### config.mk
export PLATFORM = sky130hd
export DESIGN_NAME = buzzer_melody_sequencer_unit
export DESIGN_NICKNAME = d
export VERILOG_FILES = /design/src/sv/bms_pkg.sv /design/src/sv/bms_seq.sv /design/src/sv/buzzer_melody_sequencer_unit.sv
export VERILOG_INCLUDE_DIRS = /design/src /design/src/sv
export SDC_FILE = /design/constraint.sdc
export NUM_CORES = 1
export LEC_CHECK = 0
export BUFFER_PORTS_ARGS = -buffer_cell sky130_fd_sc_hd__clkbuf_2
export CORE_MARGIN = 2
export CORE_UTILIZATION = 57
export CTS_CLUSTER_DIAMETER = 80
export DETAILED_ROUTE_END_ITERATION = 10
export PLACE_DENSITY = 0.86
export SETUP_SLACK_MARGIN = 0.05
export SLEW_MARGIN = 40
export SYNTH_ARGS = -nofsm -noshare
export SYNTH_HDL_FRONTEND = slang
export SYNTH_HIERARCHICAL = 1
export SYNTH_SLANG_ARGS = --single-unit
### constraint.sdc
create_clock -name clk -period 11.1 [get_ports clk]
set_clock_uncertainty 0.2 [all_clocks]
set_input_delay 1.11 -clock clk [delete_from_list [all_inputs] [get_ports clk]]
set_output_delay 1.11 -clock clk [all_outputs]
set_load 0.005 [all_outputs]
### src/sv/buzzer_melody_sequencer_unit_macros.svh
// assertion macros for the melody sequencer unit
// used by the top level only, no other dependencies
`ifndef BUZZER_MELODY_SEQUENCER_UNIT_MACROS_SVH
`define BUZZER_MELODY_SEQUENCER_UNIT_MACROS_SVH

`ifndef SYNTH
// same-cycle implication, sampled on clk, off during reset
`define BMSU_ASSERT_SAME(lbl, ante, cons) \
  lbl: assert property (@(posedge clk) disable iff (!rst_n) (ante) |-> (cons)) \
    else $error("assertion failed");
// next-cycle implication, sampled on clk, off during reset
`define BMSU_ASSERT_NEXT(lbl, ante, cons) \
  lbl: assert property (@(posedge clk) disable iff (!rst_n) (ante) |=> (cons)) \
    else $error("assertion failed");
`else
`define BMSU_ASSERT_SAME(lbl, ante, cons)
`define BMSU_ASSERT_NEXT(lbl, ante, cons)
`endif

`endif

### src/sv/bms_pkg.sv
// types, codes and the fixed note table of the melody sequencer
// no dependencies; imported by bms_seq and the top level
package bms_pkg;

  // request codes
  typedef enum logic [1:0] {
    REQ_TICK  = 2'd0,
    REQ_START = 2'd1,
    REQ_STOP  = 2'd2,
    REQ_NONE  = 2'd3
  } bms_req_e_t;

  // melody selection codes
  localparam logic [2:0] SEL_RANDOM   = 3'd4;
  localparam logic [1:0] MEL_RAND_LO  = 2'd0;
  localparam logic [1:0] MEL_RAND_HI  = 2'd2;
  localparam logic [1:0] MEL_NOISY    = 2'd2;

  // configuration register map
  localparam int unsigned CFG_ADDR_W       = 3;
  localparam logic [CFG_ADDR_W-1:0] ADDR_NOISY_NOTE_MS = 3'd0;
  localparam logic [7:0]  NOISY_NOTE_MS_RST = 8'd10;

  // one input transaction
  typedef struct packed {
    logic [1:0] req_type;
    logic [2:0] melody_sel;
    logic       random_bit;
  } bms_item_t;

  // one result transaction
  typedef struct packed {
    logic        note_start;
    logic [11:0] note_freq;
    logic [7:0]  note_ms;
    logic        note_is_sweep;
    logic        silence;
    logic        playing;
    logic        finished;
  } bms_res_t;

  // note frequency in Hz
  function automatic logic [11:0] tbl_freq(input logic [1:0] mel, input logic [1:0] idx);
    logic [11:0] f;
    f = 12'd0;
    case (mel)
      2'd0: case (idx)
        2'd0: f = 12'd880;
        2'd1: f = 12'd1109;
        2'd2: f = 12'd1319;
        default: f = 12'd0;
      endcase
      2'd1: case (idx)
        2'd0: f = 12'd1319;
        2'd1: f = 12'd1109;
        2'd2: f = 12'd880;
        default: f = 12'd0;
      endcase
      2'd2: case (idx)
        2'd0: f = 12'd1500;
        2'd1: f = 12'd2500;
        default: f = 12'd0;
      endcase
      default: case (idx)
        2'd0: f = 12'd880;
        2'd1: f = 12'd1760;
        2'd2: f = 12'd1319;
        default: f = 12'd0;
      endcase
    endcase
    return f;
  endfunction

  // table note duration in ms, zero for the noisy melody
  function automatic logic [7:0] tbl_dur(input logic [1:0] mel, input logic [1:0] idx);
    logic [7:0] d;
    d = 8'd0;
    if (mel != MEL_NOISY && idx != 2'd3) begin
      d = 8'd30;
    end
    return d;
  endfunction

  // silence before each note in ms
  function automatic logic [7:0] tbl_gap(input logic [1:0] mel, input logic [1:0] idx);
    logic [7:0] g;
    g = 8'd0;
    if (mel == MEL_NOISY) begin
      if (idx == 2'd0 || idx == 2'd1) begin
        g = 8'd50;
      end
    end else begin
      case (idx)
        2'd0: g = 8'd150;
        2'd1: g = 8'd30;
        2'd2: g = 8'd30;
        default: g = 8'd0;
      endcase
    end
    return g;
  endfunction

  // number of notes in a melody
  function automatic logic [1:0] tbl_len(input logic [1:0] mel);
    return (mel == MEL_NOISY) ? 2'd2 : 2'd3;
  endfunction

endpackage

### src/sv/bms_seq.sv
// melody sequencer state and single-pass step logic
// depends on bms_pkg; holds active, melody, note, elapsed and issued state
module bms_seq import bms_pkg::*; #(
  parameter int unsigned ELAPSED_WIDTH = 16
) (
  input  logic      clk,
  input  logic      rst_n,
  input  logic      step,
  input  bms_item_t item,
  input  logic [7:0] noisy_note_ms,
  output bms_res_t  res
);

  logic                     active_r, active_nxt;
  logic [1:0]               melody_r, melody_nxt;
  logic [1:0]               note_r, note_nxt;
  logic [ELAPSED_WIDTH-1:0] elapsed_r, elapsed_nxt;
  logic                     issued_r, issued_nxt;

  logic [1:0]               ni;
  logic [1:0]               mel_len;
  logic                     noisy;
  logic [7:0]               gap;
  logic [7:0]               dur;
  logic [7:0]               len_ms;
  logic [8:0]               end_ms;
  logic [ELAPSED_WIDTH-1:0] elapsed_inc;
  logic [2:0]               ni_next;
  bms_req_e_t               req;

  // current note lookup
  always_comb begin
    mel_len     = tbl_len(melody_r);
    noisy       = (melody_r == MEL_NOISY);
    ni          = (note_r >= mel_len) ? 2'd0 : note_r;
    gap         = tbl_gap(melody_r, ni);
    dur         = tbl_dur(melody_r, ni);
    len_ms      = noisy ? noisy_note_ms : dur;
    end_ms      = {1'b0, gap} + {1'b0, len_ms};
    elapsed_inc = (elapsed_r == '1) ? elapsed_r : elapsed_r + 1'b1;
    ni_next     = {1'b0, ni} + 3'd1;
    req         = bms_req_e_t'(item.req_type);
  end

  // next state and result
  always_comb begin
    active_nxt  = active_r;
    melody_nxt  = melody_r;
    note_nxt    = note_r;
    elapsed_nxt = elapsed_r;
    issued_nxt  = issued_r;
    res         = '0;
    unique case (req)
      REQ_START: begin
        if (!active_r && item.melody_sel <= SEL_RANDOM) begin
          if (item.melody_sel == SEL_RANDOM) begin
            melody_nxt = item.random_bit ? MEL_RAND_HI : MEL_RAND_LO;
          end else begin
            melody_nxt = item.melody_sel[1:0];
          end
          note_nxt    = 2'd0;
          elapsed_nxt = '0;
          issued_nxt  = 1'b0;
          active_nxt  = 1'b1;
        end
      end
      REQ_STOP: begin
        res.silence = 1'b1;
        active_nxt  = 1'b0;
        issued_nxt  = 1'b0;
      end
      REQ_TICK: begin
        if (active_r) begin
          elapsed_nxt = elapsed_inc;
          // note begins once the gap has passed
          if (elapsed_inc >= ELAPSED_WIDTH'(gap) && !issued_r) begin
            res.note_start    = 1'b1;
            res.note_freq     = tbl_freq(melody_r, ni);
            res.note_ms       = dur;
            res.note_is_sweep = noisy;
            issued_nxt        = 1'b1;
          end
          // gap plus length passed: next note or end of melody
          if (elapsed_inc >= ELAPSED_WIDTH'(end_ms)) begin
            if (ni_next >= {1'b0, mel_len}) begin
              active_nxt   = 1'b0;
              res.finished = 1'b1;
              note_nxt     = 2'd0;
            end else begin
              note_nxt = ni_next[1:0];
            end
            elapsed_nxt = '0;
            issued_nxt  = 1'b0;
          end
        end
      end
      REQ_NONE: begin
      end
      default: begin
      end
    endcase
    res.playing = active_nxt;
  end

  // state registers, updated once per transaction
  always_ff @(posedge clk) begin
    if (!rst_n) begin
      active_r  <= 1'b0;
      melody_r  <= 2'd0;
      note_r    <= 2'd0;
      elapsed_r <= '0;
      issued_r  <= 1'b0;
    end else if (step) begin
      active_r  <= active_nxt;
      melody_r  <= melody_nxt;
      note_r    <= note_nxt;
      elapsed_r <= elapsed_nxt;
      issued_r  <= issued_nxt;
    end
  end

endmodule

### src/sv/buzzer_melody_sequencer_unit.sv
// top level of the melody sequencer: channels, config register, pipeline
// depends on bms_pkg, bms_seq and buzzer_melody_sequencer_unit_macros.svh
//
// Usage: each input transaction is a one-millisecond tick, a start request
// (melody 0..3, or 4 for a random pick of melody 0 or 2) or a stop. Every
// input transaction gives exactly one result transaction with the note-start
// command, its frequency, table length and sweep flag, and the silence,
// playing and finished flags.
// Pipeline: a transaction accepted into the input register is stepped
// through the melody state once the result register is free and is shown
// on the out_ channel from the result register. Throughput: one transaction
// per cycle while out_stall is low; the input register feeds the result
// register through one pass of table lookup, increment and compare.
// Stall: while out_stall holds a result, the input register keeps the next
// transaction and in_stall rises once that register is full.
// Reset: melody idle, elapsed counter zero, noisy_note_ms back to 10, both
// channels empty. The register sits at byte address 0 of the APB port.
`include "buzzer_melody_sequencer_unit_macros.svh"
module buzzer_melody_sequencer_unit import bms_pkg::*; #(
  parameter int unsigned ELAPSED_WIDTH = 16
) (
  input  logic                  clk,
  input  logic                  rst_n,
  input  logic                  in_valid,
  output logic                  in_stall,
  input  logic [1:0]            in_req_type,
  input  logic [2:0]            in_melody_sel,
  input  logic                  in_random_bit,
  output logic                  out_valid,
  input  logic                  out_stall,
  output logic                  out_note_start,
  output logic [11:0]           out_note_freq,
  output logic [7:0]            out_note_ms,
  output logic                  out_note_is_sweep,
  output logic                  out_silence,
  output logic                  out_playing,
  output logic                  out_finished,
  input  logic                  psel,
  input  logic                  penable,
  input  logic                  pwrite,
  input  logic [CFG_ADDR_W-1:0] paddr,
  input  logic [31:0]           pwdata,
  output logic [31:0]           prdata,
  output logic                  pready
);

  logic       noisy_ms_hit;
  logic [7:0] noisy_note_ms_r;
  logic       in_valid_r;
  bms_item_t  in_item_r;
  logic       out_valid_r;
  bms_res_t   out_res_r;
  bms_res_t   step_res;
  logic       in_take;
  logic       out_free;
  logic       step;

  // configuration port
  assign pready = 1'b1;
  assign noisy_ms_hit = (paddr == ADDR_NOISY_NOTE_MS);
  assign prdata = noisy_ms_hit ? {24'd0, noisy_note_ms_r} : 32'd0;

  always_ff @(posedge clk) begin
    if (!rst_n) begin
      noisy_note_ms_r <= NOISY_NOTE_MS_RST;
    end else if (psel && penable && pwrite && noisy_ms_hit) begin
      noisy_note_ms_r <= pwdata[7:0];
    end
  end

  // handshake control
  assign out_free = !out_valid_r || !out_stall;
  assign step     = in_valid_r && out_free;
  assign in_stall = in_valid_r && !out_free;
  assign in_take  = in_valid && !in_stall;

  // input register
  always_ff @(posedge clk) begin
    if (!rst_n) begin
      in_valid_r <= 1'b0;
    end else if (in_take) begin
      in_valid_r <= 1'b1;
    end else if (step) begin
      in_valid_r <= 1'b0;
    end
  end

  always_ff @(posedge clk) begin
    if (in_take) begin
      in_item_r <= '{req_type: in_req_type, melody_sel: in_melody_sel,
                     random_bit: in_random_bit};
    end
  end

  // melody state and step logic
  bms_seq #(
    .ELAPSED_WIDTH (ELAPSED_WIDTH)
  ) u_seq (
    .clk           (clk),
    .rst_n         (rst_n),
    .step          (step),
    .item          (in_item_r),
    .noisy_note_ms (noisy_note_ms_r),
    .res           (step_res)
  );

  // result register
  always_ff @(posedge clk) begin
    if (!rst_n) begin
      out_valid_r <= 1'b0;
    end else if (out_free) begin
      out_valid_r <= step;
    end
  end

  always_ff @(posedge clk) begin
    if (step) begin
      out_res_r <= step_res;
    end
  end

  assign out_valid         = out_valid_r;
  assign out_note_start    = out_res_r.note_start;
  assign out_note_freq     = out_res_r.note_freq;
  assign out_note_ms       = out_res_r.note_ms;
  assign out_note_is_sweep = out_res_r.note_is_sweep;
  assign out_silence       = out_res_r.silence;
  assign out_playing       = out_res_r.playing;
  assign out_finished      = out_res_r.finished;

  // checks
  `BMSU_ASSERT_SAME(a_stop_quiet, out_valid_r && out_res_r.silence,
    !out_res_r.playing && !out_res_r.note_start && !out_res_r.finished)
  `BMSU_ASSERT_SAME(a_finish_idle, out_valid_r && out_res_r.finished, !out_res_r.playing)
  `BMSU_ASSERT_SAME(a_no_note_zero, out_valid_r && !out_res_r.note_start,
    out_res_r.note_freq == 12'd0 && out_res_r.note_ms == 8'd0 && !out_res_r.note_is_sweep)
  `BMSU_ASSERT_NEXT(a_step_shows, step, out_valid_r)

endmodule

==> flow_metrics.py, run 1 <==
metrics = {
    "pwr": {
        "power_density_mw_per_mm2": 120,
        "p_leak_nw": 2.00,
        "vdd_drop_max_v": 0.0000747,
    },
    "route": {
        "via_per_inst": 5.54,
        "totalWireLength_um": 7320,
        "vias": 3033,
        "drc": 0,
        "firstDrtPassIters": 5,
        "drtIter0Drc": 188,
        "final_antenna_net_count": 0,
        "wire_per_inst_um": 13.4,
    },
    "critical_path": {
        "crit_fanout": 16,
        "cp-end-kind": "register",
        "reg2reg_depth": 19,
        "regToRegStartpoint": "u_seq/melody_r[1]$_SDFFE_PN0P_",
        "start_kind": "register",
        "timing.rr.end": "out_playing$_DFFE_PP_",
        "crit_arrival_ns": 5.56,
        "crit_type": "register to register",
        "rrSetupSlack_ns": 5.51,
        "worst-endpoint-required_ns": 11.07,
    },
    "logic_synthesis": {
        "netlist_area_mm2": 0.00395,
        "ys_types": 62,
        "yosys-top-cells-area": "edfxtp_1 24%, dfxtp_1 16%, ha_1 8.9%, buf_4 6.6%, nand2_1 3.4%",
        "ys.flop_type": "dfxtp_1",
        "ys_ff_latch": 63,
        "yosysSeqAreaShare_pct": 39.7,
        "synth_cells": 410,
        "synthDominantCellAreaShare_pct": 23.5,
        "post_synth.cell_area_avg_um2": 9.64,
        "synth_edf_count": 31,
        "ys.warnings.count": 6,
        "synth-async-reset-ratio_pct": 0,
        "yosysTopAreaCell": "edfxtp_1",
    },
    "clocking": {
        "cts_tree": "yes",
        "cts_buffers": 9,
        "clk_pin_slew_ns": 0.07,
        "cts-resized-gates": 0,
        "root_buffer": "clkbuf_8",
        "cts_sinks": 63,
        "post_cts.repair.setup_buffers": 0,
        "holdBufCountCts": 0,
        "cts-htree-levels": 3,
        "clkLatencyLatePin_ns": 0.34,
        "clock_path_buffers": 2,
    },
    "sta": {
        "relSlewSlack_pct": 57.2,
        "finalHoldViolations": 0,
        "rsz0062_at_grt": "false",
        "slew_viol_final": 0,
        "setup_tns_ns": 0,
        "layout_min_cycle_time_ns": 5.59,
        "setup_viol": 0,
        "worst_pin_slew_ns": 0.642,
        "period_share_pct": 50.3,
        "max_freq_mhz": 179,
    },
    "final_layout": {
        "fin_nets": 538,
        "multi_input_area_mm2": 0.00206,
        "area_growth_pct": 10.3,
        "fin_cells": 547,
        "regArea_mm2": 0.00157,
        "n_antenna_cell": 0,
        "drive_gt1_share_pct": 22.1,
        "fill_cells": 530,
    },
    "placed_design": {
        "finalWeightedCongestion": 0.854,
        "dp.cells": 531,
        "portBuffers": 58,
        "dpl.hpwl_um": 5270,
    },
    "hold_path": {
        "hp-start": "noisy_note_ms_r[5]$_SDFFE_PN0P_",
        "hold_class": "register to register",
        "min_delay_path_depth": 2,
        "min_to": "noisy_note_ms_r[5]$_SDFFE_PN0P_",
    },
    "die": {
        "rows": 30,
        "core_area_mm2": 0.00676,
        "ioPinCount": 108,
        "dieArea_mm2": 0.00762,
        "die-width_um": 87.3,
        "start_util_pct": 58.5,
        "die_y_um": 87.3,
    },
    "global_routing": {
        "antenna_found_initial": 0,
        "grt_use_total_pct": 20.2,
        "grt_pass1_wl_um": 12200,
        "grt_pass1_vias": 2698,
        "grt_max_degree": 33,
        "grt_overflow_total": 0,
    },
    "job": {
        "drv_cap": 0,
    },
    "status": {
        "outcome": "complete, no violations",
    },
}
==> critical path, cell delays in order (launching register included) <==
cell and delay (ns):
dfxtp_1 0.64, nand2b_1 0.46, ha_1 0.41, nand3b_1 0.20
ha_1 0.43, nand2_1 0.19, inv_1 0.07, ha_1 0.32
a211oi_1 0.37, nor2b_1 0.09, o21ai_0 0.25, nand2b_1 0.13
a41oi_1 0.24, ha_1 0.28, a21oi_1 0.14, o21ai_0 0.13
a21oi_1 0.14, and4_1 0.32, nor2_1 0.12, a221oi_2 0.28
==> flip-flops by register name (all words and copies together), names as in the netlist <==
name	flops
out_silence	1
out_note_is_sweep	1
out_valid	1
out_note_freq	12
out_playing	1
in_valid_r	1
u_seq/melody_r	2
in_item_r	6
noisy_note_ms_r	8
u_seq/issued_r	1
u_seq/elapsed_r	16
u_seq/note_r	2
out_note_ms	8
out_finished	1
out_note_start	1
u_seq/active_r	1
==> synth_stat cells (4+ instances only) <==
cell type and number:
buf_2 5, a21o_1 8, mux2i_1 11, and4_1 5, dfxtp_1 32, buf_4 35
clkbuf_1 4, nand2b_1 10, nand4_1 4, inv_1 21, xor2_1 6, nor2_1 25
nor3_1 6, a21oi_1 19, edfxtp_1 31, a211oi_1 5, and2_1 18, nand3_1 13
nor2b_1 7, ha_1 28, o21ai_0 16, buf_6 4, conb_1 4, a31oi_1 5
nand2_1 36
==> layer usage <==
layer  track usage [%]  vias to the layer above  wire length [µm]
met5                 0                        -                 0
met2              32.0                      112              3560
met4              9.09                        0               172
met3              4.27                       16               431
met1              26.5                     1419              3160
li1                  -                     1486                 -
==> where the power goes <==
group / internal (mW) / switching [mW]
Combinational: 0.0131 / 0.0200
Sequential: 0.250 / 0.00323
Clock: 0.149 / 0.0879
Total: 0.412 / 0.111
==> metrics by stage <==
step / util [%] / instance area (µm²) / power, mW / worst slack (ns) / hold slack [ns]
global placement: 61.0 / 4120 / 0.289 / 5.92 / 0.252
CTS: 64.5 / 4360 / 0.526 / 5.58 / 0.279
detailed placement: 61.0 / 4120 / 0.291 / 5.79 / 0.268
floorplan: - / 4060 / 0.286 / 6.26 / 0.238
global route: 64.5 / 4360 / 0.541 / 5.07 / 0.300
finish: 64.5 / 4360 / 0.523 / 5.51 / 0.275
==> kinds of logic after synthesis <==
kind of cell | Yosys count | synth area share (%)
simple gates | 145 | 20.2
buf+inv | 70 | 10.9
fa+ha+maj | 28 | 8.86
compound gates | 80 | 15.0
other cells | 4 | 0.380
mux | 11 | 2.78
flops | 63 | 39.7
xor+xnor | 9 | 2.18
==> layout make-up <==
class	instances	area share, %
Clock buffer	10	2.93
Clock inverter	6	2.50
Inverter	22	1.89
Multi-Input combinational cell	306	47.3
Sequential cell	63	36.0
Tap cell	80	2.30
Timing Repair Buffer	60	7.00
==> cell usage in the layout, fill, tap and decap left out, types with 3 or more instances in the layout <==
cell type and count:
conb_1 33, dfxtp_1 32, nand2b_1 10, ha_1 28, nand3_1 13, a21oi_1 19, xor2_1 6, or3_1 3
o21ai_0 16, nand4_1 4, a31oi_1 5, clkbuf_8 9, edfxtp_1 31, nor2_1 25, nor3_1 6, and4_1 5
nand2_1 36, a22o_2 3, mux2i_1 11, bufinv_16 3, o21a_1 3, and2_1 18, a211oi_1 5, inv_1 21
a21o_1 8, clkbuf_2 58, nor2b_1 7
==> worst max-delay path by stage <==
stage / startpoint / to / slack (ns) / depth (start not counted)
floorplan: out_stall / u_seq/note_r[1]$_SDFFE_PN0P_ / 6.26 / 4
global placement: u_seq/melody_r[1]$_SDFFE_PN0P_ / out_playing$_DFFE_PP_ / 5.92 / 19
detailed placement: u_seq/melody_r[1]$_SDFFE_PN0P_ / out_playing$_DFFE_PP_ / 5.79 / 19
CTS: u_seq/melody_r[1]$_SDFFE_PN0P_ / out_playing$_DFFE_PP_ / 5.58 / 19
global route: u_seq/melody_r[1]$_SDFFE_PN0P_ / out_playing$_DFFE_PP_ / 5.07 / 19
finish: u_seq/melody_r[1]$_SDFFE_PN0P_ / out_playing$_DFFE_PP_ / 5.51 / 19
No activity file was read; power rests on OpenSTA's default activity.
==> inputs of run 2 (changes only) <==
--- a/config.mk
+++ b/config.mk
@@ -8,10 +8,10 @@
 export LEC_CHECK = 0
 export BUFFER_PORTS_ARGS = -buffer_cell sky130_fd_sc_hd__clkbuf_2
 export CORE_MARGIN = 2
-export CORE_UTILIZATION = 57
+export CORE_UTILIZATION = 48
 export CTS_CLUSTER_DIAMETER = 80
 export DETAILED_ROUTE_END_ITERATION = 10
-export PLACE_DENSITY = 0.86
+export PLACE_DENSITY = 0.77
 export SETUP_SLACK_MARGIN = 0.05
 export SLEW_MARGIN = 40
 export SYNTH_ARGS = -nofsm -noshare
==> constraint.sdc (replaced) <==
create_clock -name clk -period 4.74 [get_ports clk]
set_clock_uncertainty 0.2 [all_clocks]
set_input_delay 0.474 -clock clk [delete_from_list [all_inputs] [get_ports clk]]
set_output_delay 0.474 -clock clk [all_outputs]
set_load 0.005 [all_outputs]
==> run 2 against run 1 <==
  * Design area up 1.9%
  * Sequential power rose by 130%
  * Via count shrank 1.3%
  * Power increased by 130%
  * Hold slack got worse by 0.17 ns
  * Utilization fell by 9.7 points
  * Clock power is 120% higher
  * Flip-flop and latch count stayed put
  * Register-to-register slack worse by 5.1 ns
  * Global-route usage shrank 3.1 points
==> flow_metrics.py, run 2 (synthesis gave the netlist of run 1 again) <==
metrics = {
    "status": {
        "outcome": "complete, no violations",
    },
    "critical_path": {
        "worst-path-buf-inv": 1,
        "max_stage_delay_ns": 0.35,
        "timing.rr.end": "out_playing$_DFFE_PP_",
        "critPathTopFamily": "compound AO/OA/AOI/OAI gates",
        "worst-endpoint-required_ns": 4.70,
        "rrSetupSlack_ns": 0.40,
        "cp-end-kind": "register",
        "crit_type": "register to register",
        "crit_arrival_ns": 4.30,
        "reg2reg_depth": 19,
        "crit_fanout": 7,
        "start_kind": "register",
        "worst_path_most_repeated_cell": "ha_1",
        "slowest_stage": "ha_1",
        "crit_chain": "nand2b_1 -> ha_1 -> nand3b_1 -> ha_1 -> nand2_1 -> inv_1 -> ha_1 -> a211oi_2 -> nor2b_1 -> o21ai_0 -> nand2b_1 -> a41oi_2 -> ha_1 -> a21oi_1 -> o21ai_0 -> a21oi_1 -> and4_4 -> nor2_1 -> a221oi_2",
        "regToRegStartpoint": "u_seq/melody_r[0]$_SDFFE_PN0P_",
    },
    "clocking": {
        "cts-htree-levels": 3,
        "clk_pin_slew_ns": 0.07,
        "cts_buffers": 9,
        "clkLatencyLatePin_ns": 0.35,
        "root_buffer": "clkbuf_8",
        "cts_sinks": 63,
        "holdBufCountCts": 0,
        "cts_tree": "yes",
        "clock_path_buffers": 2,
    },
    "sta": {
        "period_share_pct": 91.7,
        "layout_min_cycle_time_ns": 4.34,
        "relSlewSlack_pct": 60.4,
        "setup_viol": 0,
        "finalHoldViolations": 0,
        "max_freq_mhz": 230,
        "rsz0062_at_grt": "false",
        "setup_tns_ns": 0,
        "worst_pin_slew_ns": 0.594,
        "slew_viol_final": 0,
    },
    "route": {
        "drc": 0,
        "via_per_inst": 5.18,
        "final_antenna_net_count": 0,
        "wire_per_inst_um": 12.9,
        "vias": 2994,
        "totalWireLength_um": 7440,
        "firstDrtPassIters": 4,
        "drtIter0Drc": 121,
    },
    "pwr": {
        "fin_total_pwr_mw": 1.21,
        "power_density_mw_per_mm2": 271,
        "vdd_drop_max_v": 0.000154,
        "p_leak_nw": 2.03,
    },
    "hold_path": {
        "hold_class": "primary input to register",
        "min_delay_path_depth": 1,
        "hp-start": "in_melody_sel[1]",
        "min_to": "in_item_r[2]$_DFFE_PP_",
    },
    "global_routing": {
        "grt_max_degree": 33,
        "grt_overflow_total": 0,
        "grt_use_total_pct": 17.1,
        "grt_pass1_vias": 2740,
        "antenna_found_initial": 0,
        "grt_pass1_wl_um": 12100,
    },
    "final_layout": {
        "n_antenna_cell": 0,
        "fill_cells": 739,
        "final_common_cell": "clkbuf_2",
        "layout_common_cells": "58 x clkbuf_2, 36 x nand2_1, 33 x conb_1",
        "final_area_mm2": 0.00444,
        "largest_reg_flops": 16,
        "regMostFlops": "u_seq/elapsed_r",
        "fin_nets": 544,
        "drive_gt1_share_pct": 23.9,
        "area_growth_pct": 12.3,
    },
    "die": {
        "die-width_um": 94.8,
        "ioPinCount": 108,
        "core_area_mm2": 0.00809,
        "rows": 33,
        "die_y_um": 94.8,
        "dieArea_mm2": 0.00898,
        "start_util_pct": 48.9,
    },
    "placed_design": {
        "finalWeightedCongestion": 0.833,
        "placed_cell_area_mm2": 0.00419,
        "dpl.hpwl_um": 5510,
        "portBuffers": 58,
    },
    "job": {
        "drv_cap": 0,
    },
}
==> run 2: cell types whose count changed in the layout (fill, tap and decap cells not counted), sizes merged <==
cell	delta
inv	+3
clkinv	-1
clkbuf	-1
bufinv	-1
buf	+6
==> run 2: timing repair <==
item / CTS / global route
setup endpoints to repair: 0 / 13
buffers inserted: 0 / 1
gates resized for setup: 0 / 4
==> run 2: routing by layer <==
| layer | track usage (%) | vias up | wire [µm] |
|---|---|---|---|
| met1 | 20.4 | 1378 | 3190 |
| met2 | 28.8 | 99 | 3640 |
| met4 | 7.49 | 0 | 102 |
| met3 | 4.71 | 13 | 513 |
| met5 | 0 | - | 0 |
| li1 | - | 1504 | - |
==> run 2: how the worst max path moves through the flow <==
stage / cells past startpoint / startpoint / slack (ns) / endpoint
after global placement: 19 / u_seq/melody_r[0]$_SDFFE_PN0P_ / 0.36 / out_playing$_DFFE_PP_
final: 19 / u_seq/melody_r[0]$_SDFFE_PN0P_ / 0.40 / out_playing$_DFFE_PP_
after detailed placement: 19 / u_seq/melody_r[0]$_SDFFE_PN0P_ / 0.30 / out_playing$_DFFE_PP_
after global routing: 19 / u_seq/melody_r[0]$_SDFFE_PN0P_ / 0.01 / out_playing$_DFFE_PP_
after CTS: 19 / u_seq/melody_r[0]$_SDFFE_PN0P_ / 0.27 / out_playing$_DFFE_PP_
after floorplan: 24 / u_seq/melody_r[0]$_SDFFE_PN0P_ / 0.19 / out_playing$_DFFE_PP_
==> run 2: area by class of cell <==
cell class | count | area (µm²) | area share [%]
clock buffers | 9 | 124 | 2.79
clock inverters | 7 | 103 | 2.31
inverters | 22 | 82.6 | 1.86
multi-input cells | 306 | 2080 | 46.8
flip-flops and latches | 63 | 1570 | 35.4
well taps | 105 | 131 | 2.96
repair buffers | 66 | 350 | 7.89
==> run 2: metrics by stage <==
step	hold WS [ns]	setup WS [ns]	util, %	instances
after floorplan	0.238	0.185	-	439
after global placement	0.256	0.361	51.8	561
after detailed placement	0.271	0.304	51.8	561
after CTS	0.0904	0.271	54.6	577
after global routing	0.0918	0.0124	54.9	578
final	0.109	0.395	54.9	578
==> run 2: worst reg2reg max path: cells and delay by family (launching register included) <==
kind / cells / cell delay [ns]
flip-flops: 1 / 0.31
AO/OA/AOI/OAI: 7 / 1.38
buffers and inverters: 1 / 0.06
AND/OR/NAND/NOR: 7 / 1.01
adder cells (fa/ha/maj): 4 / 1.21
==> run 2: report_power, final <==
part	total (mW)	leakage (nW)	switching, mW	internal, mW
Combinational	0.0810	1.36	0.0490	0.0320
Clock	0.533	0.116	0.230	0.303
Sequential	0.591	0.555	0.00679	0.585
==> inputs of run 3 (changes only) <==
--- a/config.mk
+++ b/config.mk
@@ -6,12 +6,12 @@
 export SDC_FILE = /design/constraint.sdc
 export NUM_CORES = 1
 export LEC_CHECK = 0
-export BUFFER_PORTS_ARGS = -buffer_cell sky130_fd_sc_hd__clkbuf_2
 export CORE_MARGIN = 2
-export CORE_UTILIZATION = 48
+export CORE_UTILIZATION = 58
 export CTS_CLUSTER_DIAMETER = 80
 export DETAILED_ROUTE_END_ITERATION = 10
-export PLACE_DENSITY = 0.77
+export DONT_BUFFER_PORTS = 1
+export PLACE_DENSITY = 0.76
 export SETUP_SLACK_MARGIN = 0.05
 export SLEW_MARGIN = 40
 export SYNTH_ARGS = -nofsm -noshare
==> run 3 against run 2 <==
  * Maximum frequency is 2.3% lower
  * Utilization grew 6.1 points
  * First-iteration DRC count rose by 18%
  * Clock power shrank 25%
  * Routed wire length shrank 7.8%
  * Sequential share of layout area is 3.2 points higher
  * Critical path depth stayed put
  * Global-route usage rose by 1.6 points
  * Hold slack lost 0.069 ns
  * Die area decreased by 17%
  * Power shrank 13%
==> flow_metrics.py, run 3 (synthesis gave the netlist of run 1 again) <==
metrics = {
    "status": {
        "outcome": "complete, no violations",
    },
    "critical_path": {
        "worst-endpoint-required_ns": 4.70,
        "regToRegStartpoint": "u_seq/melody_r[0]$_SDFFE_PN0P_",
        "start_kind": "register",
        "crit_type": "register to register",
        "crit_arrival_ns": 4.41,
        "timing.rr.end": "out_playing$_DFFE_PP_",
        "slowest_stage": "ha_1",
        "cp-end-kind": "register",
        "crit_fanout": 7,
        "critPathTopFamily": "compound AO/OA/AOI/OAI gates",
        "reg2reg_depth": 19,
        "worst_path_most_repeated_cell": "ha_1",
        "crit_chain": "nand2b_1 -> ha_1 -> nand3b_1 -> ha_1 -> nand2_1 -> inv_1 -> ha_1 -> a211oi_2 -> nor2b_1 -> o21ai_0 -> nand2b_1 -> a41oi_1 -> ha_1 -> a21oi_1 -> o21ai_0 -> a21oi_1 -> and4_2 -> nor2_1 -> a221oi_2",
        "max_stage_delay_ns": 0.34,
        "worst-path-buf-inv": 1,
        "rrSetupSlack_ns": 0.29,
    },
    "die": {
        "die_y_um": 86.6,
        "die-width_um": 86.6,
        "core_area_mm2": 0.00668,
        "dieArea_mm2": 0.00749,
        "start_util_pct": 59.2,
        "ioPinCount": 108,
        "rows": 30,
    },
    "hold_path": {
        "hp-start": "in_req_type[1]",
        "min_to": "in_item_r[5]$_DFFE_PP_",
        "hold_class": "primary input to register",
        "min_delay_path_depth": 0,
    },
    "global_routing": {
        "grt_pass1_vias": 2525,
        "grt_pass1_wl_um": 11000,
        "grt_overflow_total": 0,
        "grt_max_degree": 21,
        "grt_use_total_pct": 18.7,
        "antenna_found_initial": 0,
    },
    "pwr": {
        "vdd_drop_max_v": 0.000217,
        "power_density_mw_per_mm2": 258,
        "p_leak_nw": 1.75,
        "fin_total_pwr_mw": 1.05,
    },
    "route": {
        "vias": 2755,
        "via_per_inst": 5.57,
        "wire_per_inst_um": 13.9,
        "drc": 0,
        "totalWireLength_um": 6860,
        "drtIter0Drc": 143,
        "final_antenna_net_count": 0,
        "firstDrtPassIters": 5,
    },
    "clocking": {
        "clock_path_buffers": 2,
        "cts-htree-levels": 3,
        "clkLatencyLatePin_ns": 0.33,
        "clk_pin_slew_ns": 0.07,
        "cts_buffers": 9,
        "root_buffer": "clkbuf_8",
        "cts_tree": "yes",
        "cts_sinks": 63,
    },
    "sta": {
        "max_freq_mhz": 225,
        "worst_pin_slew_ns": 0.602,
        "relSlewSlack_pct": 59.9,
        "rsz0062_at_grt": "true",
        "finalHoldViolations": 0,
        "slew_viol_final": 0,
        "period_share_pct": 93.9,
        "layout_min_cycle_time_ns": 4.45,
        "setup_viol": 0,
    },
    "final_layout": {
        "fin_nets": 486,
        "final_common_cell": "nand2_1",
        "drive_gt1_share_pct": 12.8,
        "finish.utilization_pct": 61.0,
        "layout_common_cells": "36 x nand2_1, 33 x conb_1, 32 x dfxtp_1",
        "fill_cells": 561,
        "largest_reg_flops": 16,
        "n_antenna_cell": 0,
        "regMostFlops": "u_seq/elapsed_r",
        "area_growth_pct": 3.10,
    },
    "placed_design": {
        "dpl.hpwl_um": 5220,
        "finalWeightedCongestion": 0.821,
        "portBuffers": 0,
    },
    "job": {
        "drv_cap": 0,
    },
}
## run 3: layer usage
| layer | up-vias | wire length [µm] | track usage (%) |
|---|---|---|---|
| li1 | 1384 | - | - |
| met1 | 1273 | 3070 | 23.4 |
| met2 | 90 | 3310 | 30.8 |
| met3 | 8 | 396 | 5.90 |
| met4 | 0 | 87 | 6.11 |
| met5 | - | 0 | 0 |
## run 3: final cells by class
cell class	instances	area [µm²]	area share (%)
clock inverter	7	50.0	1.23
clock buffer	9	124	3.04
tap	80	100	2.46
inverter	22	82.6	2.03
multi-input combinational	306	2080	51.0
sequential	63	1570	38.6
timing repair buffer	8	70.1	1.72
## run 3: worst max-delay path by stage
stage	start	to	slack, ns	cells after the start
2_1_floorplan	u_seq/melody_r[0]$_SDFFE_PN0P_	out_playing$_DFFE_PP_	0.19	24
3_3_place_gp	u_seq/melody_r[0]$_SDFFE_PN0P_	out_playing$_DFFE_PP_	0.35	19
3_5_place_dp	u_seq/melody_r[0]$_SDFFE_PN0P_	out_playing$_DFFE_PP_	0.19	19
4_1_cts	u_seq/melody_r[0]$_SDFFE_PN0P_	out_playing$_DFFE_PP_	0.17	19
5_1_grt	u_seq/melody_r[0]$_SDFFE_PN0P_	out_playing$_DFFE_PP_	-0.007	19
6_report	u_seq/melody_r[0]$_SDFFE_PN0P_	out_playing$_DFFE_PP_	0.29	19
## run 3: power by group
part	leakage, nW	switching, mW	internal [mW]
combinational	1.11	0.0384	0.0210
clock	0.0812	0.211	0.189
sequential	0.555	0.00865	0.585
total	1.75	0.258	0.795
## run 3: repair_timing
action | 4_1_cts | 5_1_grt
resized for setup | 0 | 2
hold buffers | 1 | 0
setup endpoints to repair | 0 | 13
buffers inserted | 0 | 1
hold endpoints to repair | 2 | 0
## run 3: metrics by stage
step	hold slack (ns)	setup TNS, ns	cell area [µm²]	std cells	setup slack [ns]
2_1_floorplan	0.238	0	4060	439	0.185
3_3_place_gp	0.252	0	3860	476	0.352
3_5_place_dp	0.261	0	3880	477	0.193
4_1_cts	0.0241	0	4060	494	0.167
5_1_grt	0.0142	-0.00675	4080	495	-0.00675
6_report	0.0397	0	4080	495	0.291
